## config.mk

```make
export PLATFORM = sky130hd
export DESIGN_NAME = fp_round_and_pack
export DESIGN_NICKNAME = d
export VERILOG_FILES = /design/src/design/fprp_pkg.sv /design/src/design/fp_round_and_pack.sv
export SDC_FILE = /design/constraint.sdc
export NUM_CORES = 1
export LEC_CHECK = 0
export BUFFER_PORTS_ARGS = -buffer_cell sky130_fd_sc_hd__buf_4
export CELL_PAD_IN_SITES_DETAIL_PLACEMENT = 1
export CELL_PAD_IN_SITES_GLOBAL_PLACEMENT = 1
export CORE_MARGIN = 2
export CORE_UTILIZATION = 44
export CTS_CLUSTER_SIZE = 28
export DETAILED_ROUTE_END_ITERATION = 10
export PLACE_DENSITY_LB_ADDON = 0.12
export SYNTH_ARGS = -nofsm -noshare
export SYNTH_HDL_FRONTEND = slang
export SYNTH_SLANG_ARGS = --single-unit
export TNS_END_PERCENT = 5
```

## constraint.sdc

```tcl
create_clock -name clk_i -period 6.4 [get_ports clk_i]
set_input_delay 1.28 -clock clk_i [delete_from_list [all_inputs] [get_ports clk_i]]
set_output_delay 1.28 -clock clk_i [all_outputs]
set_load 0.03 [all_outputs]
```

## src/design/fprp_pkg.sv

```systemverilog
// Shared definitions for the floating-point round-and-pack pipeline.
// Holds the rounding mode and shift direction encodings; depends on nothing else.
package fprp_pkg;

  typedef enum logic [2:0] {
    RM_RNE = 3'd0,
    RM_RNA = 3'd1,
    RM_RUP = 3'd2,
    RM_RDN = 3'd3,
    RM_RTZ = 3'd4
  } round_mode_e;

  typedef enum logic [1:0] {
    SH_LEFT  = 2'd0,
    SH_RIGHT = 2'd1,
    SH_ZERO  = 2'd2
  } shift_dir_e;

endpackage

```

## src/design/fp_round_and_pack.sv

```systemverilog
// Round-and-pack pipeline for IEEE-style floating-point results.
// Uses fprp_pkg for the rounding mode and shift direction codes.
//
// Channel | Signals                                   | Direction
// input   | in_valid_i, in_ready_o, round_mode_i,     | in
//         | sign_i, significand_i, exponent_i         |
// output  | out_valid_o, out_ready_i, packed_result_o | out
//
// One transaction enters per cycle while in_ready_o is high; it passes through the
// leading-zero stage, the shift-planning stage and the shift stage, then the
// rounding stage registers the result. Reset clears only the valid bits.
// All stages advance together whenever the output register is empty or taken.
module fp_round_and_pack #(
  parameter int EXP_WIDTH = 8,
  parameter int SIG_WIDTH = 24
) (
  input  logic                   clk_i,
  input  logic                   rst_ni,
  input  logic                   in_valid_i,
  output logic                   in_ready_o,
  input  logic [2:0]             round_mode_i,
  input  logic                   sign_i,
  input  logic [SIG_WIDTH+3:0]   significand_i,
  input  logic [EXP_WIDTH+1:0]   exponent_i,
  output logic                   out_valid_o,
  input  logic                   out_ready_i,
  output logic [31:0]            packed_result_o
);

  localparam int XW = EXP_WIDTH + 2;
  localparam int SB = SIG_WIDTH + 4;
  localparam int PW = EXP_WIDTH + SIG_WIDTH;
  localparam int HALF = 1 << (EXP_WIDTH - 1);
  localparam logic [XW-1:0] EMAX_W = XW'(HALF - 1);
  localparam logic [XW-1:0] EMIN_W = XW'(2 - HALF);
  localparam logic [EXP_WIDTH-1:0] EMIN_E = EXP_WIDTH'(2 - HALF);
  localparam logic [EXP_WIDTH-1:0] EMAX_E = EXP_WIDTH'(HALF - 1);
  localparam logic [XW-1:0] CAP_W = XW'(SIG_WIDTH + 2);

  logic adv;
  logic v1_q, v2_q, v3_q, v4_q;

  assign adv = !v4_q || out_ready_i;
  assign in_ready_o = adv;
  assign out_valid_o = v4_q;

  always_ff @(posedge clk_i or negedge rst_ni) begin
    if (!rst_ni) begin
      v1_q <= 1'b0;
      v2_q <= 1'b0;
      v3_q <= 1'b0;
      v4_q <= 1'b0;
    end else if (adv) begin
      v1_q <= in_valid_i;
      v2_q <= v1_q;
      v3_q <= v2_q;
      v4_q <= v3_q;
    end
  end

  // Stage 1: leading zeros and early overflow.
  logic [2:0]    rm1_q;
  logic          sg1_q, ovf1_q, ovf1_d;
  logic [SB-1:0] sig1_q;
  logic [XW-1:0] ex1_q, lz1_q, lz1_d;

  always_comb begin
    lz1_d = XW'(SB);
    for (int i = 0; i < SB; i++) begin
      if (significand_i[i]) begin
        lz1_d = XW'(SB - 1 - i);
      end
    end
    ovf1_d = (!exponent_i[XW-1] && (exponent_i[XW-2] || exponent_i[XW-3])) ||
             (exponent_i == EMAX_W && significand_i[SB-1]);
  end

  always_ff @(posedge clk_i) begin
    if (adv) begin
      rm1_q  <= round_mode_i;
      sg1_q  <= sign_i;
      sig1_q <= significand_i;
      ex1_q  <= exponent_i;
      lz1_q  <= lz1_d;
      ovf1_q <= ovf1_d;
    end
  end

  // Stage 2: tininess and shift planning.
  logic [2:0]    rm2_q;
  logic          sg2_q, ovf2_q;
  logic [SB-1:0] sig2_q;
  logic [XW-1:0] ex2_q, ex2_d, t2, sigma2, neg2;
  logic [XW:0]   sh2_q, sh2_d;
  logic          tiny2;
  fprp_pkg::shift_dir_e dir2_q, dir2_d;

  always_comb begin
    t2     = ex1_q + XW'(1) - lz1_q - EMIN_W;
    tiny2  = t2[XW-1];
    sigma2 = tiny2 ? (ex1_q - EMIN_W + XW'(1)) : lz1_q;
    neg2   = XW'(0) - sigma2;
    ex2_d  = tiny2 ? {{(XW-EXP_WIDTH){EMIN_E[EXP_WIDTH-1]}}, EMIN_E}
                   : (ex1_q - lz1_q + XW'(1));
    if (sigma2[XW-1]) begin
      dir2_d = fprp_pkg::SH_RIGHT;
      sh2_d  = {1'b0, (neg2 <= CAP_W) ? neg2 : CAP_W} + (XW+1)'(2);
    end else if ({1'b0, sigma2} >= (XW+1)'(SB)) begin
      dir2_d = fprp_pkg::SH_ZERO;
      sh2_d  = '0;
    end else begin
      dir2_d = fprp_pkg::SH_LEFT;
      sh2_d  = {1'b0, sigma2};
    end
  end

  always_ff @(posedge clk_i) begin
    if (adv) begin
      rm2_q  <= rm1_q;
      sg2_q  <= sg1_q;
      ovf2_q <= ovf1_q;
      sig2_q <= sig1_q;
      ex2_q  <= ex2_d;
      sh2_q  <= sh2_d;
      dir2_q <= dir2_d;
    end
  end

  // Stage 3: normalizing shift with sticky fold.
  logic [2:0]    rm3_q;
  logic          sg3_q, ovf3_q;
  logic [XW-1:0] ex3_q;
  logic [SB-1:0] s3_q, s3_d, v3, top3, msk3;

  always_comb begin
    v3   = sig2_q << sh2_q;
    msk3 = ~({SB{1'b1}} << sh2_q);
    top3 = sig2_q >> sh2_q;
    case (dir2_q)
      fprp_pkg::SH_RIGHT: s3_d = top3 | SB'(|(sig2_q & msk3));
      fprp_pkg::SH_LEFT:  s3_d = (v3 >> 2) | SB'(|v3[1:0]);
      default:            s3_d = '0;
    endcase
  end

  always_ff @(posedge clk_i) begin
    if (adv) begin
      rm3_q  <= rm2_q;
      sg3_q  <= sg2_q;
      ovf3_q <= ovf2_q;
      ex3_q  <= ex2_q;
      s3_q   <= s3_d;
    end
  end

  // Stage 4: round, post-normalize, bias and pack.
  logic                 inc4, ros4, sovf4, ovfr4, tomax4;
  logic [SIG_WIDTH:0]   sum4;
  logic [SIG_WIDTH-1:0] m4;
  logic [XW-1:0]        exf4;
  logic [EXP_WIDTH-1:0] bexp4, rexp4;
  logic [SIG_WIDTH-2:0] rfrac4;
  logic [PW+31:0]       full4;
  logic [31:0]          res_q;

  always_comb begin
    ros4 = s3_q[1] | s3_q[0];
    case (rm3_q)
      fprp_pkg::RM_RNE: inc4 = s3_q[1] & (s3_q[2] | s3_q[0]);
      fprp_pkg::RM_RNA: inc4 = s3_q[1];
      fprp_pkg::RM_RUP: inc4 = !sg3_q & ros4;
      fprp_pkg::RM_RDN: inc4 = sg3_q & ros4;
      default:          inc4 = 1'b0;
    endcase
    sum4  = {1'b0, s3_q[SB-3:2]} + (SIG_WIDTH+1)'(inc4);
    sovf4 = sum4[SIG_WIDTH];
    m4    = sovf4 ? sum4[SIG_WIDTH:1] : sum4[SIG_WIDTH-1:0];
    exf4  = ex3_q + XW'(sovf4);
    bexp4 = exf4[EXP_WIDTH-1:0] + EMAX_E;
    ovfr4 = ovf3_q || (sovf4 && (&bexp4));
    tomax4 = (rm3_q == fprp_pkg::RM_RTZ) ||
             (!sg3_q && rm3_q == fprp_pkg::RM_RDN) ||
             (sg3_q && rm3_q == fprp_pkg::RM_RUP);
    if (ovfr4) begin
      rexp4  = tomax4 ? {{(EXP_WIDTH-1){1'b1}}, 1'b0} : '1;
      rfrac4 = tomax4 ? '1 : '0;
    end else begin
      rexp4  = m4[SIG_WIDTH-1] ? bexp4 : '0;
      rfrac4 = m4[SIG_WIDTH-2:0];
    end
    full4 = {32'b0, sg3_q, rexp4, rfrac4};
  end

  always_ff @(posedge clk_i) begin
    if (adv) begin
      res_q <= full4[31:0];
    end
  end

  assign packed_result_o = res_q;

endmodule
```

==> results.py <==
metrics = {
    "critical_path": {
        "crit_path_start_kind": "register",
        "cpMostUsedCell": "ha_1",
        "crit_fanout": 19,
        "path_cells": "nand2_1 > nor2_1 > ha_1 > a21oi_1 > nor3_1 > ha_1 > ha_1 > and3_1 > nand3_1 > nor2_1 > and4_1 > inv_1 > ha_1 > ha_1 > or4_1 > nor3_1 > a21oi_1 > buf_4 > inv_1 > o21ai_1 > buf_6 > and2_1",
        "slowest_stage": "or4_1",
        "crit_type": "reg -> reg",
        "critPathCaptureType": "register",
        "critPathMaxStageDelay_ns": 0.52,
        "cp.arrival_ns": 5.46,
        "critPathTopFamily": "simple AND/OR/NAND/NOR gates",
        "path_buf_inv": 4,
        "cp.required_ns": 6.60,
    },
    "place": {
        "dp_slack_ns": 0.923,
        "portBuffers": 79,
        "gp_congestion": 0.913,
        "place_hpwl_mm": 23.3,
    },
    "sta": {
        "timing.final.crit_share_pct": 82.1,
        "relSlewSlack_pct": 31.7,
        "setup_viol": 0,
        "finalMaxSlewViolations": 0,
        "period_needed_ns": 5.25,
        "tightest_slew_ns": 1.02,
        "finalWorstSetupSlack_ns": 1.15,
        "timing.fmax_ghz": 0.190,
        "hold_viol": 0,
        "fin_worst_skew_ns": 0.0189,
        "rsz0062_at_grt": "false",
        "setup-tns-final_ns": 0,
        "whs_ns": 0.420,
    },
    "clock_network": {
        "post_cts_buffers": 0,
        "path_clk_slew_ns": 0.08,
        "cts_resized": 0,
        "cts_tree": "built",
        "clkSinkCount": 177,
        "cts.path.max_buffers": 2,
        "cts_made_buffers": 17,
        "cts_root_buf": "clkbuf_16",
        "htreeDepth": 4,
        "hold_buffers": 0,
        "insertion_delay_ns": 0.44,
    },
    "cells_and_area": {
        "fin_nets": 1248,
        "area_growth_pct": 13.0,
        "multi_input_area_um2": 5690,
        "nFillCells": 2844,
        "layout-drive-gt1-share_pct": 16.0,
        "diodes": 0,
        "regArea_um2": 5300,
    },
    "die": {
        "dieWidth_um": 165,
        "initial_core_util_pct": 45.0,
        "design.core.area_um2": 25300,
        "rows": 58,
        "pin_count": 80,
        "die_y_um": 165,
        "die_area_um2": 27200,
    },
    "synthesis": {
        "ys_seq_elements": 177,
        "synthTopCellsByArea": "edfxtp_1, mux4_2, nor2_1",
        "ys_seq_area_share_pct": 46.5,
        "synth_cell_type_count": 79,
        "ys_top_cells_by_count": "edfxtp_1, nor2_1, nand2_1",
        "synth_top_cell_by_area": "edfxtp_1",
        "synth_edf_count": 173,
        "synth.avg_cell_area_um2": 10.1,
        "ys_async_sr_fraction_pct": 2.26,
        "synth.cell_area_um2": 11400,
        "yosysMostFrequentCell": "edfxtp_1",
        "netlist.area_leader.share_pct": 45.6,
        "synth_ff_type": "edfxtp_1",
        "netlist_instances": 1130,
        "yosysWarnings": 0,
    },
    "pwr": {
        "p_leak_nw": 4.58,
        "internal_power_w": 0.00328,
        "sw_frac_of_total_pct": 42.9,
        "peakVddDrop_mv": 0.257,
        "net-switching-power_w": 0.00247,
        "power.total_w": 0.00576,
        "p_per_area_nw_per_um2": 447,
        "pwr-share-clk_pct": 19.0,
        "power_frac_seq_pct": 37.2,
        "p_comb_share_pct": 43.8,
    },
    "routing": {
        "first_iter_violations": 824,
        "viasPerCell": 6.11,
        "wire_per_inst_um": 21.3,
        "ant_nets": 0,
        "routed_wl_mm": 32.3,
        "drc_errors": 0,
        "first_pass_iters": 5,
        "vias": 9278,
    },
    "global_route": {
        "antenna_found_initial": 0,
        "grt_pass1_vias": 9128,
        "grt.total_usage_pct": 24.1,
        "grt_max_degree": 72,
        "overflow": 0,
        "grt_pass1_wl_mm": 50.4,
    },
    "run_status": {
        "status": "completed",
    },
    "job": {
        "cap_violations": 0,
    },
    "min_path": {
        "hp-class": "reg -> reg",
    },
}
==> per-stage QoR <==
step / util (%) / std cells / instance area [µm²]
after global placement: 48.3 / 1486 / 12200
after detailed placement: 48.3 / 1486 / 12200
final: 50.8 / 1519 / 12900
after CTS: 50.8 / 1518 / 12900
after global routing: 50.8 / 1519 / 12900
after floorplan: - / 1134 / 11400
==> path summary, 6_finish.rpt <==
check / startpoint / slack [ns] / end / depth (start not counted)
max in group asynchronous: rst_ni / 5.69 / v2_q / 1
setup reg to reg: rm3_q[1] / 1.15 / packed_result_o[23] / 22
setup / recovery: rm3_q[1] / 1.15 / packed_result_o[23] / 22
hold reg to reg: sig1_q[20] / 0.42 / sig2_q[20] / 0
hold / removal: sig1_q[20] / 0.42 / sig2_q[20] / 0
min in group asynchronous: rst_ni / 0.62 / v3_q / 1
==> registers in the layout, summed over array words and instances (netlist names) <==
| name | flops |
|---|---|
| dir2_q | 2 |
| ex1_q | 10 |
| ex2_q | 8 |
| ex3_q | 8 |
| lz1_q | 5 |
| out_valid_o | 1 |
| ovf1_q | 1 |
| ovf2_q | 1 |
| ovf3_q | 1 |
| packed_result_o | 32 |
| rm1_q | 3 |
| rm2_q | 3 |
| rm3_q | 3 |
| s3_q | 26 |
| sg1_q | 1 |
| sg2_q | 1 |
| sg3_q | 1 |
| sh2_q | 11 |
| sig1_q | 28 |
| sig2_q | 28 |
| v1_q | 1 |
| v2_q | 1 |
| v3_q | 1 |
==> routing by layer <==
metal  share of wire, %  GRT usage [%]  vias to the layer above
li1                   -              -                     4388
met1                 45           32.6                     4567
met2                 48           40.7                      266
met3                4.3           2.59                       57
met4                2.5           7.94                        0
met5                  0              0                        -
==> cell type report <==
class | count | share of cell area (%)
Tap cell | 330 | 3.21
Inverter | 39 | 1.14
Multi-Input combinational cell | 847 | 44.2
Sequential cell | 177 | 41.1
Clock inverter | 15 | 1.49
Clock buffer | 17 | 3.30
Timing Repair Buffer | 94 | 5.51
==> worst register-to-register path, cell delays in order (launching register included) <==
cell and delay [ns]:
edfxtp_1 0.45, nand2_1 0.10, nor2_1 0.04, ha_1 0.26, a21oi_1 0.06, nor3_1 0.16, ha_1 0.27, ha_1 0.21
and3_1 0.19, nand3_1 0.26, nor2_1 0.33, and4_1 0.35, inv_1 0.09, ha_1 0.22, ha_1 0.32, or4_1 0.52
nor3_1 0.24, a21oi_1 0.11, buf_4 0.19, inv_1 0.14, o21ai_1 0.17, buf_6 0.20, and2_1 0.14
==> cell usage in the layout (no fill, tap or decap), drive strengths merged, types with 5 or more instances in the layout <==
cell	count
edfxtp	173
nor2	127
nand2	110
buf	94
o21ai	85
a21oi	63
inv	44
nand3	41
mux2i	41
nor3	35
mux4	26
ha	25
xnor2	22
o211ai	21
mux2	18
a211oi	17
xor2	17
clkbuf	17
a31oi	16
nand4	12
o31ai	12
nor4	11
nor2b	10
o22ai	9
clkinv	9
nand2b	8
o2111ai	7
or2	7
and4	6
a21o	6
o21a	5
a22oi	5
o32ai	5
conb	5
or4	5
==> power groups by stage <==
stage                     registers [W]  logic (W)  clock network, W
after floorplan                 0.00222    0.00168                 0
after global placement          0.00214    0.00245                 0
after detailed placement        0.00217    0.00248                 0
after CTS                       0.00214    0.00251           0.00112
after global routing            0.00219    0.00274           0.00115
final                           0.00214    0.00252           0.00109
==> cells by family (layout without fill, tap and decap cells) <==
logic type	after synthesis	in the layout	synth area share, %
flops	177	177	46.5
compound gates	300	300	17.2
simple gates	391	391	16.0
xor+xnor	39	39	3.00
other cells	1	5	0.0329
fa+ha+maj	27	27	3.01
mux	85	85	10.5
buf+inv	110	165	3.72
No activity file was read; power rests on OpenSTA's default activity.
